===== config.mk =====
export PLATFORM = sky130hd
export DESIGN_NAME = checksum_frame_echo_responder
export DESIGN_NICKNAME = d
export VERILOG_FILES = /design/src/hw/rtl/cfer_pkg.sv /design/src/hw/rtl/checksum_frame_echo_responder.sv /design/src/hw/rtl/cfer_ram.sv /design/src/hw/rtl/cfer_front.sv /design/src/hw/rtl/cfer_back.sv
export SDC_FILE = /design/constraint.sdc
export NUM_CORES = 1
export LEC_CHECK = 0
export BUFFER_PORTS_ARGS = -buffer_cell sky130_fd_sc_hd__buf_2
export CORE_MARGIN = 2
export CORE_UTILIZATION = 55
export DETAILED_ROUTE_END_ITERATION = 12
export GPL_TIMING_DRIVEN = 0
export PLACE_DENSITY = 0.7
export SLEW_MARGIN = 15
export SYNTH_ARGS = -nofsm -noshare
export SYNTH_HDL_FRONTEND = slang
export SYNTH_SLANG_ARGS = --single-unit

===== constraint.sdc =====
create_clock -name clock -period 3.1 [get_ports clock]
set_input_delay 0.155 -clock clock [delete_from_list [all_inputs] [get_ports clock]]
set_output_delay 0.155 -clock clock [all_outputs]
set_load 0.03 [all_outputs]

===== src/hw/rtl/cfer_pkg.sv =====
// Shared types and constants for the checksum frame echo responder.
// No dependencies; the top level, cfer_front and cfer_back import this package.
package cfer_pkg;

   localparam int FRAME_BYTES = 32;
   localparam int PAYLOAD_MAX = FRAME_BYTES - 4;
   localparam int IDX_W       = $clog2(PAYLOAD_MAX);
   localparam int CNT_W       = $clog2(PAYLOAD_MAX + 1);
   localparam int ADDR_W      = IDX_W + 1;
   localparam int RAM_DEPTH   = 2 ** ADDR_W;

   localparam logic [7:0] REQUEST_HEADER_RESET = 8'hA8;
   localparam logic [7:0] REPLY_HEADER_RESET   = 8'hF8;

   localparam int CSR_IDX_W = 1;
   localparam logic [CSR_IDX_W-1:0] CSR_REQUEST_HEADER = 1'b0;
   localparam logic [CSR_IDX_W-1:0] CSR_REPLY_HEADER   = 1'b1;

   // Reply order from the front end to the back end.
   typedef struct packed {
      logic             bank;
      logic [CNT_W-1:0] length;
   } cmd_type;

   // Payload store write port driven by the front end.
   typedef struct packed {
      logic              en;
      logic [ADDR_W-1:0] addr;
      logic [7:0]        data;
   } ram_wr_type;

   // One reply byte waiting at the output.
   typedef struct packed {
      logic [7:0] tx_byte;
      logic       reply_last;
   } rsp_entry_type;

endpackage


===== src/hw/rtl/checksum_frame_echo_responder.sv =====
// Checksum frame echo responder: parses length-prefixed request frames and echoes good ones.
// A good checksum byte fills the order slot, then the back end queues the header once it has room.
// Throughput: one byte per cycle, but a checksum byte waits until the previous reply is queued;
// a reply has L+4 bytes, and each payload byte takes an address state, then an output state.
// Reset (synchronous): headers return to 0xA8 / 0xF8, the parser hunts, all queues empty.
// Depends on cfer_pkg, cfer_ram, cfer_front and cfer_back.
module checksum_frame_echo_responder (
   input  logic                             clock,
   input  logic                             reset,
   input  logic                             req_push,
   output logic                             req_full,
   input  logic [7:0]                       req_rx_byte,
   output logic                             rsp_empty,
   input  logic                             rsp_pop,
   output logic [7:0]                       rsp_tx_byte,
   output logic                             rsp_reply_last,
   input  logic                             csr_write_enable,
   input  logic [cfer_pkg::CSR_IDX_W-1:0]   csr_index,
   input  logic [7:0]                       csr_write_data
);
   import cfer_pkg::*;

   // Configuration registers.
   logic [7:0]    req_hdr_ff;
   logic [7:0]    rsp_hdr_ff;

   // One-entry order slot between front and back. The front end writes one
   // bank of the payload store while the back end reads the other; the slot
   // stays full until the back end has queued the whole reply, so a bank is
   // never overwritten while a reply still reads it.
   logic          cmd_valid_ff;
   cmd_type       cmd_ff;

   logic          cmd_push;
   cmd_type       cmd_front;
   logic          cmd_done;
   ram_wr_type    ram_wr;
   logic          rd_en;
   logic [ADDR_W-1:0] rd_addr;
   logic [7:0]    rd_data;

   always_ff @(posedge clock) begin
      if (reset) begin
         req_hdr_ff <= REQUEST_HEADER_RESET;
         rsp_hdr_ff <= REPLY_HEADER_RESET;
         cmd_valid_ff <= 1'b0;
      end else begin
         if (csr_write_enable) begin
            unique case (csr_index)
               CSR_REQUEST_HEADER: req_hdr_ff <= csr_write_data;
               CSR_REPLY_HEADER:   rsp_hdr_ff <= csr_write_data;
               default:            ;
            endcase
         end
         // Set on an accepted good frame, clear once the reply is fully queued.
         if (cmd_push) begin
            cmd_valid_ff <= 1'b1;
         end else if (cmd_done) begin
            cmd_valid_ff <= 1'b0;
         end
      end
      if (cmd_push) begin
         cmd_ff <= cmd_front;
      end
   end

   cfer_front u_front (
      .clock          (clock),
      .reset          (reset),
      .req_push       (req_push),
      .req_rx_byte    (req_rx_byte),
      .req_full       (req_full),
      .request_header (req_hdr_ff),
      .cmd_busy       (cmd_valid_ff),
      .cmd_push       (cmd_push),
      .cmd            (cmd_front),
      .ram_wr         (ram_wr)
   );

   // Two banks of payload, selected by the top address bit.
   cfer_ram #(
      .WIDTH (8),
      .DEPTH (RAM_DEPTH)
   ) u_payload_ram (
      .clock   (clock),
      .wr_en   (ram_wr.en),
      .wr_addr (ram_wr.addr),
      .wr_data (ram_wr.data),
      .rd_en   (rd_en),
      .rd_addr (rd_addr),
      .rd_data (rd_data)
   );

   cfer_back u_back (
      .clock          (clock),
      .reset          (reset),
      .cmd_valid      (cmd_valid_ff),
      .cmd            (cmd_ff),
      .reply_header   (rsp_hdr_ff),
      .cmd_done       (cmd_done),
      .rd_en          (rd_en),
      .rd_addr        (rd_addr),
      .rd_data        (rd_data),
      .rsp_empty      (rsp_empty),
      .rsp_pop        (rsp_pop),
      .rsp_tx_byte    (rsp_tx_byte),
      .rsp_reply_last (rsp_reply_last)
   );

endmodule


===== src/hw/rtl/cfer_ram.sv =====
// Generic single-write, single-read RAM with a registered read port.
// No dependencies.
module cfer_ram #(
   parameter int WIDTH = 8,
   parameter int DEPTH = 64
) (
   input  logic                     clock,
   input  logic                     wr_en,
   input  logic [$clog2(DEPTH)-1:0] wr_addr,
   input  logic [WIDTH-1:0]         wr_data,
   input  logic                     rd_en,
   input  logic [$clog2(DEPTH)-1:0] rd_addr,
   output logic [WIDTH-1:0]         rd_data
);

   logic [WIDTH-1:0] mem_ff [DEPTH];
   logic [WIDTH-1:0] rd_data_ff;

   always_ff @(posedge clock) begin
      if (wr_en) begin
         mem_ff[wr_addr] <= wr_data;
      end
      if (rd_en) begin
         rd_data_ff <= mem_ff[rd_addr];
      end
   end

   assign rd_data = rd_data_ff;

endmodule


===== src/hw/rtl/cfer_front.sv =====
// Front end: parses request frames byte by byte and fills the payload store.
// Depends on cfer_pkg.
module cfer_front (
   input  logic                clock,
   input  logic                reset,
   input  logic                req_push,
   input  logic [7:0]          req_rx_byte,
   output logic                req_full,
   input  logic [7:0]          request_header,
   input  logic                cmd_busy,
   output logic                cmd_push,
   output cfer_pkg::cmd_type   cmd,
   output cfer_pkg::ram_wr_type ram_wr
);
   import cfer_pkg::*;

   typedef enum logic [1:0] {PH_HUNT, PH_LEN, PH_DATA, PH_SUM} phase_type;

   phase_type        phase_ff, phase_in;
   logic [CNT_W-1:0] length_ff, length_in;
   logic [CNT_W-1:0] seen_ff, seen_in;
   logic [7:0]       sum_ff, sum_in;
   logic             bank_ff, bank_in;
   logic             accept;
   logic [CNT_W-1:0] seen_next;

   // Hold the checksum byte while the previous reply still owns the order slot.
   assign req_full  = (phase_ff == PH_SUM) && cmd_busy;
   assign accept    = req_push && !req_full;
   assign seen_next = seen_ff + CNT_W'(1);

   always_comb begin
      phase_in = phase_ff;
      length_in = length_ff;
      seen_in = seen_ff;
      sum_in = sum_ff;
      bank_in = bank_ff;
      cmd_push = 1'b0;
      ram_wr.en = 1'b0;
      ram_wr.addr = {bank_ff, seen_ff[IDX_W-1:0]};
      ram_wr.data = req_rx_byte;
      if (accept) begin
         unique case (phase_ff)
            PH_HUNT: begin
               if (req_rx_byte == request_header) begin
                  sum_in = req_rx_byte;
                  phase_in = PH_LEN;
               end
            end
            PH_LEN: begin
               if (req_rx_byte > 8'(PAYLOAD_MAX)) begin
                  phase_in = PH_HUNT;
               end else begin
                  length_in = CNT_W'(req_rx_byte);
                  seen_in = '0;
                  sum_in = sum_ff + req_rx_byte;
                  phase_in = (req_rx_byte == 8'd0) ? PH_SUM : PH_DATA;
               end
            end
            PH_DATA: begin
               ram_wr.en = 1'b1;
               sum_in = sum_ff + req_rx_byte;
               seen_in = seen_next;
               if (seen_next >= length_ff) begin
                  phase_in = PH_SUM;
               end
            end
            PH_SUM: begin
               if (req_rx_byte == 8'(8'd0 - sum_ff)) begin
                  cmd_push = 1'b1;
                  bank_in = !bank_ff;
               end
               phase_in = PH_HUNT;
            end
            default: phase_in = PH_HUNT;
         endcase
      end
   end

   assign cmd.bank   = bank_ff;
   assign cmd.length = length_ff;

   always_ff @(posedge clock) begin
      if (reset) begin
         phase_ff <= PH_HUNT;
         length_ff <= '0;
         seen_ff <= '0;
         sum_ff <= '0;
         bank_ff <= 1'b0;
      end else begin
         phase_ff <= phase_in;
         length_ff <= length_in;
         seen_ff <= seen_in;
         sum_ff <= sum_in;
         bank_ff <= bank_in;
      end
   end

endmodule


===== src/hw/rtl/cfer_back.sv =====
// Back end: streams one reply frame per order out of the payload store.
// Depends on cfer_pkg.
module cfer_back (
   input  logic                      clock,
   input  logic                      reset,
   input  logic                      cmd_valid,
   input  cfer_pkg::cmd_type         cmd,
   input  logic [7:0]                reply_header,
   output logic                      cmd_done,
   output logic                      rd_en,
   output logic [cfer_pkg::ADDR_W-1:0] rd_addr,
   input  logic [7:0]                rd_data,
   output logic                      rsp_empty,
   input  logic                      rsp_pop,
   output logic [7:0]                rsp_tx_byte,
   output logic                      rsp_reply_last
);
   import cfer_pkg::*;

   typedef enum logic [2:0] {
      B_IDLE, B_HDR, B_LEN, B_ADDR, B_DATA, B_ZERO, B_SUM
   } bstate_type;

   bstate_type       state_ff, state_in;
   logic             bank_ff, bank_in;
   logic [CNT_W-1:0] len_ff, len_in;
   logic [CNT_W-1:0] idx_ff, idx_in;
   logic [7:0]       sum_ff, sum_in;
   logic [7:0]       len1;
   logic [CNT_W-1:0] idx_next;

   rsp_entry_type    entry_ff [2];
   logic             wr_ptr_ff, rd_ptr_ff;
   logic [1:0]       count_ff;
   logic             push, pop, fifo_full;
   rsp_entry_type    push_entry;

   assign fifo_full = (count_ff == 2'd2);
   assign pop       = rsp_pop && (count_ff != 2'd0);
   assign len1      = 8'(len_ff) + 8'd1;
   assign idx_next  = idx_ff + CNT_W'(1);
   assign rd_addr   = {bank_ff, idx_ff[IDX_W-1:0]};

   always_comb begin
      state_in = state_ff;
      bank_in = bank_ff;
      len_in = len_ff;
      idx_in = idx_ff;
      sum_in = sum_ff;
      push = 1'b0;
      push_entry.tx_byte = 8'd0;
      push_entry.reply_last = 1'b0;
      rd_en = 1'b0;
      cmd_done = 1'b0;
      unique case (state_ff)
         B_IDLE: begin
            if (cmd_valid) begin
               bank_in = cmd.bank;
               len_in = cmd.length;
               idx_in = '0;
               state_in = B_HDR;
            end
         end
         B_HDR: begin
            if (!fifo_full) begin
               push = 1'b1;
               push_entry.tx_byte = reply_header;
               sum_in = reply_header;
               state_in = B_LEN;
            end
         end
         B_LEN: begin
            if (!fifo_full) begin
               push = 1'b1;
               push_entry.tx_byte = len1;
               sum_in = sum_ff + len1;
               state_in = (len_ff == '0) ? B_ZERO : B_ADDR;
            end
         end
         B_ADDR: begin
            rd_en = 1'b1;
            state_in = B_DATA;
         end
         B_DATA: begin
            if (!fifo_full) begin
               push = 1'b1;
               push_entry.tx_byte = rd_data;
               sum_in = sum_ff + rd_data;
               idx_in = idx_next;
               state_in = (idx_next == len_ff) ? B_ZERO : B_ADDR;
            end
         end
         B_ZERO: begin
            if (!fifo_full) begin
               push = 1'b1;
               state_in = B_SUM;
            end
         end
         B_SUM: begin
            if (!fifo_full) begin
               push = 1'b1;
               push_entry.tx_byte = 8'd0 - sum_ff;
               push_entry.reply_last = 1'b1;
               cmd_done = 1'b1;
               state_in = B_IDLE;
            end
         end
         default: state_in = B_IDLE;
      endcase
   end

   always_ff @(posedge clock) begin
      if (reset) begin
         state_ff <= B_IDLE;
         wr_ptr_ff <= 1'b0;
         rd_ptr_ff <= 1'b0;
         count_ff <= 2'd0;
      end else begin
         state_ff <= state_in;
         if (push) begin
            wr_ptr_ff <= !wr_ptr_ff;
         end
         if (pop) begin
            rd_ptr_ff <= !rd_ptr_ff;
         end
         count_ff <= count_ff + 2'(push) - 2'(pop);
      end
      bank_ff <= bank_in;
      len_ff <= len_in;
      idx_ff <= idx_in;
      sum_ff <= sum_in;
      if (push) begin
         entry_ff[wr_ptr_ff] <= push_entry;
      end
   end

   assign rsp_empty      = (count_ff == 2'd0);
   assign rsp_tx_byte    = entry_ff[rd_ptr_ff].tx_byte;
   assign rsp_reply_last = entry_ff[rd_ptr_ff].reply_last;

endmodule

Yosys cells after proc, flatten, opt, wreduce, memory -nomap -nowiden
Memory sizes are Yosys's and may differ from the RTL's. A register that Yosys moved wholly into a read port is not among the register bits.
Index checks and enable logic that the tools add are counted.
{ "op_classes": {"reduce_logical": 30, "mux": 49, "magnitude_cmp": 2, "eq_ne": 22, "bitwise": 2, "n_addsub": 10} }
{ "op_table": {"columns": ["operator", "n"], "rows": [
  ["$mux 8", 8],
  ["$pmux 8 s3", 2],
  ["$pmux 8 s4", 1],
  ["$add 8x8->8", 3],
  ["$mux 3", 8],
  ["$pmux 3 s7", 1],
  ["$pmux 5 s2", 2],
  ["$mux 1", 19],
  ["$eq 8x8->1", 2],
  ["$sub 1x8->8 const A", 2],
  ["$mux 5", 3],
  ["$reduce_and 3->1", 5],
  ["$ne 2x2->1 const B", 7],
  ["$add 5x1->5 const B", 2],
  ["$eq 3x3->1 const B", 3],
  ["$mux 9", 1],
  ["$gt 8x5->1 const B", 1],
  ["$logic_not 8->1", 1],
  ["$pmux 2 s4", 1],
  ["$reduce_and 4->1", 2],
  ["$reduce_bool 2->1", 4],
  ["$add 5x1->6 const B", 1],
  ["$eq 2x2->1 const B", 3],
  ["$eq 3x2->1 const B", 2],
  ["18 further kinds", 31]
]} }
{ "word_totals": {"in_bits": 22, "output_inout_bits": 11, "n_memories": 2, "regBits": 70, "ram_bits": 530, "word_cells": 135} }
{ "memory_table": {"columns": ["memory", "depth", "word_bits", "read_ports", "rd_ports_with_merged_regs", "write_ports", "line_no", "text"], "rows": [
  ["u_payload_ram.mem_ff", 64, 8, 1, 1, 1, "cfer_ram.sv:16", "logic [WIDTH-1:0] mem_ff [DEPTH];"],
  ["u_back.entry_ff", 2, 9, 1, 1, 1, "cfer_back.sv:32", "rsp_entry_type entry_ff [2];"]
]} }

Depth between registers and ports, before layout
{ "logic_depth": {"depth_word": 7, "depth_mapped": 13, "depth_no_buf": 12} }

Cells and area by module
A second synthesis with hierarchy kept.
{ "unflattened": {"cells_unflattened": 1525, "hier_area_um2": 25842.3} }
{ "by_module_without_submodules": {"columns": ["module", "cells_each", "seq_area_each_um2", "instances", "area_each_um2"], "rows": [
  ["cfer_ram", 940, 15615.0, 1, 20246.9],
  ["cfer_back", 272, 1271.2, 1, 2803.9],
  ["cfer_front", 242, 420.4, 1, 1940.6],
  ["checksum_frame_echo_responder", 71, 520.5, 1, 850.8]
]} }

Worst setup path before layout
No wires, ideal clock.
{ "synth_path": {"path_type": "register to register", "startpoint": "reg u_back.state_ff[0]", "endpoint": "reg u_back.sum_ff[6] (data pin)", "path_buffers": 2, "t_arrival_ns": 2.737, "setup_time_ns": 0.260, "stages_incl_launch_ff": 14, "path_slack_ns": 0.103, "synth_period_minus_slack_ns": 2.997, "path_cell_list": "dfxtp_1 > clkbuf_1 > nor2b_1 > nand2b_1 > clkbuf_1 > a21oi_1 > ha_1 > fa_1 > a21o_1 > a21oi_1 > o21bai_1 > a21oi_1 > xnor2_1 > mux2_2"} }
{ "synth_via": {"elab_chain_cells": 2} }
{ "synth_lines": {"columns": ["item", "line_no", "text"], "rows": [
  ["start, declared", "cfer_back.sv:24", "bstate_type state_ff, state_in;"],
  ["start signal, assigned", "cfer_back.sv:119", "state_ff <= state_in;"],
  ["$eq 3x3->1, or another cell as far along", "cfer_back.sv:55", "unique case (state_ff)"],
  ["$pmux 8 s3 (*)", "cfer_back.sv:55", null],
  ["net u_back.sum_in[6]", "cfer_back.sv:28", "logic [7:0] sum_ff, sum_in;"],
  ["end signal, assigned", "cfer_back.sv:131", "sum_ff <= sum_in;"],
  ["end, declared", "cfer_back.sv:28", null]
]} }
The timed path passes the listed nets; every way through them passes the cells marked *.
A chain may end at the register's enable or synchronous reset.

Worst setup path after layout
{ "layout_path": {"startpoint": "reg u_front.phase_ff[0]", "endpoint": "mem u_payload_ram.mem_ff[55][7] (enable)"} }
{ "layout_via": {"elab_chain_cells": 7} }
{ "layout_lines": {"columns": ["item", "line_no", "text"], "rows": [
  ["start, declared", "cfer_front.sv:19", "phase_type phase_ff, phase_in;"],
  ["start signal, assigned", "cfer_front.sv:91", "phase_ff <= phase_in;"],
  ["$eq 2x2->1", "cfer_front.sv:28", "assign req_full = (phase_ff == PH_SUM) && cmd_busy;"],
  ["$logic_and 1x1->1", "cfer_front.sv:28", null],
  ["$logic_not 1->1", "cfer_front.sv:29", "assign accept = req_push && !req_full;"],
  ["$logic_and 1x1->1", "cfer_front.sv:29", null],
  ["$mux 1 (*)", "cfer_front.sv:42", "if (accept) begin"],
  ["$mux 1 (*)", "cfer_ram.sv:20", "if (wr_en) begin"],
  ["$mux 1 (implied by the code) (*)", "cfer_ram.sv:21", "mem_ff[wr_addr] <= wr_data;"],
  ["end, declared", "cfer_ram.sv:16", null]
]} }
Every way passes the cells marked *; elsewhere a longest branch is shown, timed or not.

==> results.py <==
metrics = {
    "logic_synthesis": {
        "seq_area_frac_synth": 0.700,
        "yosysWarnings": 0,
        "yosys.area.top_type": "edfxtp_1",
        "synth_edf_count": 563,
        "netlist_area_mm2": 0.0255,
        "syn_nets": 1526,
        "netlist.area_leader.share": 0.664,
        "async_flop_share": 0,
        "yosysUniqueCellTypes": 66,
        "syn_avg_cell_area_um2": 17.3,
        "syn-instance-count": 1468,
        "synth-main-ff-cell": "edfxtp_1",
        "ys_seq_elements": 609,
        "yosys-top-cells-area": "edfxtp_1, mux4_2, dfxtp_1",
    },
    "routing": {
        "via_count": 13900,
        "drt_iter0_drc": 1433,
        "viasPerCell": 6.24,
        "drc": 0,
        "drt_pass1_iterations": 5,
        "wl_per_cell_um": 25.2,
        "totalWireLength_mm": 56.1,
        "antenna_left": 0,
    },
    "worst_hold_path": {
        "holdPathEnd": "u_back.count_ff[0]",
        "hp-class": "input port to flop",
        "hold_path_startpoint": "reset",
        "whs_path_depth": 2,
    },
    "global_routing": {
        "use_met1": 0.339,
        "grt-ovfl-total": 0,
        "antenna_found_initial": 1,
        "top_usage_layer": "met2",
        "use_met2": 0.387,
        "grt_pass1_vias": 13800,
        "grt_max_degree": 72,
        "grt_pass1_wl_mm": 84.5,
        "grt.total_usage": 0.240,
        "grtUsageMet3": 0.0330,
    },
    "finish": {
        "nNetsFinal": 1637,
        "utilization": 0.634,
        "diodes": 0,
        "area_growth_pct": 13.4,
        "drive_gt1_frac": 0.240,
        "fin_cells": 2227,
    },
    "die": {
        "dieWidth_um": 219,
        "core-area_mm2": 0.0456,
        "die_y_um": 219,
        "fp-row-count": 78,
        "io_pins": 33,
        "initial_core_util": 0.559,
        "die_area_mm2": 0.0480,
    },
    "critical_path": {
        "max_stage_delay_ps": 830,
        "critPathMaxFanout": 8,
        "cp_num_buf_inv": 1,
        "r2r_cells": 7,
        "critPathSlowestCell": "nor2_1",
        "worst_ep_required_time_ps": 3360,
        "crit_arrival_ps": 3430,
        "worstPathCellList": "ha_1, and2_1, nor2b_1, and3_1, clkbuf_1, nand3_2, nor2_1",
        "critPathLaunchType": "flop",
        "r2r_slack_ps": -80,
        "critPathTopFamily": "simple AND/OR/NAND/NOR gates",
        "rr_startpoint": "u_front.phase_ff[0]",
        "r2r_end": "u_payload_ram.mem_ff[55][7]",
        "crit_path_end_kind": "flop",
        "path_class": "flop to flop",
    },
    "timing": {
        "hold_viol": 0,
        "tightest_slew_ps": 952,
        "finalSetupViolCount": 80,
        "clock.fmax_mhz": 315,
        "final_max_slew_viol_count": 0,
        "clock-skew-final_ps": 20.7,
        "hold_ws_ps": 33.7,
        "period_share": 1.03,
        "slew_headroom": 0.365,
        "setup_ws_ps": -78.1,
        "finalCriticalPeriod_ps": 3180,
        "rsz0062_at_grt": "true",
    },
    "outcome": {
        "violations": "negative setup slack",
        "status": "finished, violations left",
    },
    "clocking": {
        "root_buffer": "clkbuf_16",
        "cts-htree-levels": 2,
        "clock_latency_ps": 630,
        "numClockSinks": 609,
        "cts_inserted_buffers": 59,
        "cts.reportedPaths.clkPinSlew_ps": 60,
        "clock_path_buffers": 3,
        "tritoncts": "yes",
    },
    "pwr": {
        "max-vdd-ir-drop_uv": 525,
        "p_leak_nw": 9.29,
        "power_density_mw_per_mm2": 583,
    },
    "placed_design": {
        "dpl.hpwl_mm": 35.2,
        "dp_cells": 2099,
        "port_buffers": 31,
        "globalplace.congestion": 0.965,
    },
    "job": {
        "maxCapViolations": 0,
    },
}
==> layout by cell type (no fill, tap or decap), drive strengths merged, types with 4 or more instances in the layout <==
master	instances
a211o	5
a211oi	6
a21oi	56
a22oi	14
and2	7
and3	12
buf	74
bufinv	8
clkbuf	113
clkinv	25
clkinvlp	6
dfxtp	46
dlygate4sd3	11
edfxtp	563
ha	34
inv	31
mux2	16
mux2i	6
mux4	152
nand2	71
nand2b	8
nand3	45
nand3b	11
nor2	129
nor2b	18
nor3	16
nor4	6
o211ai	7
o21ai	21
o221ai	8
or3	4
xnor2	30
xor2	22
==> registers in the layout, summed over array words and instances, names as in the netlist, 2 cells and up, named ones only <==
name	cells
u_payload_ram.mem_ff	512
u_back.entry_ff	18
req_hdr_ff	8
rsp_hdr_ff	8
u_back.sum_ff	8
u_front.sum_ff	8
u_payload_ram.rd_data	8
cmd_ff	6
u_back.idx_ff	5
u_back.len_ff	5
u_front.length_ff	5
u_front.seen_ff	5
u_back.state_ff	3
u_back.count_ff	2
==> metal layers <==
layer  wire, µm  vias to the layer above
met5          0                        -
met3       3890                      119
li1           -                     6043
met4       1940                        0
met2      27200                      605
met1      23100                     7123
==> worst reg2reg max path: stages (launching register included) <==
cell      delay, ps
dfxtp_1         380
ha_1            240
and2_1          180
nor2b_1         270
and3_1          210
clkbuf_1        190
nand3_2         490
nor2_1          840
==> cell families after synthesis <==
group | share of synthesized area
DFF | 0.700
and+or+nand+nor | 0.0626
adders and majority gates | 0.0183
xor gates and xnor gates | 0.0185
buffers and inverters | 0.0184
AOI/OAI and AO/OA | 0.0384
muxes | 0.144
==> synth_stat cells, drive strengths merged, types with 4 or more instances <==
cell type,count
mux2,16
buf,37
xor2,22
edfxtp,563
clkbuf,45
or3,4
and3,12
a21oi,56
dfxtp,46
o221ai,8
nand3b,11
nand2,71
nor2b,18
a211oi,6
nand3,45
inv,27
o21ai,21
xnor2,30
nand2b,8
and2,7
ha,34
nor4,6
mux4,152
a22oi,14
o211ai,7
nor2,129
a211o,5
mux2i,6
nor3,16
==> timing repair <==
action / 4_1_cts / 5_1_grt
gates cloned: 0 / 0
gates resized for setup: 53 / 49
setup endpoints to repair: 464 / 361
hold buffers: 11 / 0
buffers inserted: 8 / 1
hold endpoints to repair: 18 / 0
pin swaps: 0 / 1
==> where the power goes <==
part           internal (W)  leakage [nW]  switching (W)  total (W)
combinational      0.000181          2.93       0.000390   0.000571
clock               0.00416         0.936        0.00307    0.00723
sequential          0.00899          5.42      0.0000303    0.00902
total                0.0133          9.29        0.00349     0.0168
==> worst max-delay path by stage <==
stage | end | cells after the start | start | slack, ps
after detailed placement | cmd_ff[1] | 8 | req_rx_byte[7] | -650
final | u_payload_ram.mem_ff[55][7] | 7 | u_front.phase_ff[0] | -80
after global placement | u_payload_ram.mem_ff[62][0] | 8 | u_front.phase_ff[0] | -510
after CTS | u_payload_ram.mem_ff[32][4] | 8 | u_front.phase_ff[0] | -340
after floorplan | u_back.sum_ff[6] | 13 | u_back.state_ff[0] | 100
after global routing | u_payload_ram.mem_ff[57][1] | 7 | u_front.phase_ff[0] | -160
==> cell type report <==
class	instances	area [µm²]
plain buffers	81	379
well taps	600	751
fillers	3078	16700
clock buffers	66	1500
clock inverters	43	448
inverters	27	101
multi-input cells	750	7490
flip-flops and latches	609	17800
repair buffers	51	378
==> metrics by stage <==
| step | power (W) | setup TNS, ps | area [µm²] | setup slack, ps |
|---|---|---|---|---|
| floorplan | 0.00953 | 0 | 25500 | 103 |
| global placement | 0.00974 | -126920 | 26400 | -513 |
| detailed placement | 0.00976 | -141310 | 26400 | -653 |
| CTS | 0.0169 | -26980 | 28700 | -345 |
| global route | 0.0173 | -11190 | 28900 | -164 |
| finish | 0.0168 | -3140 | 28900 | -78.1 |
Power figures use the tool's default switching activity.
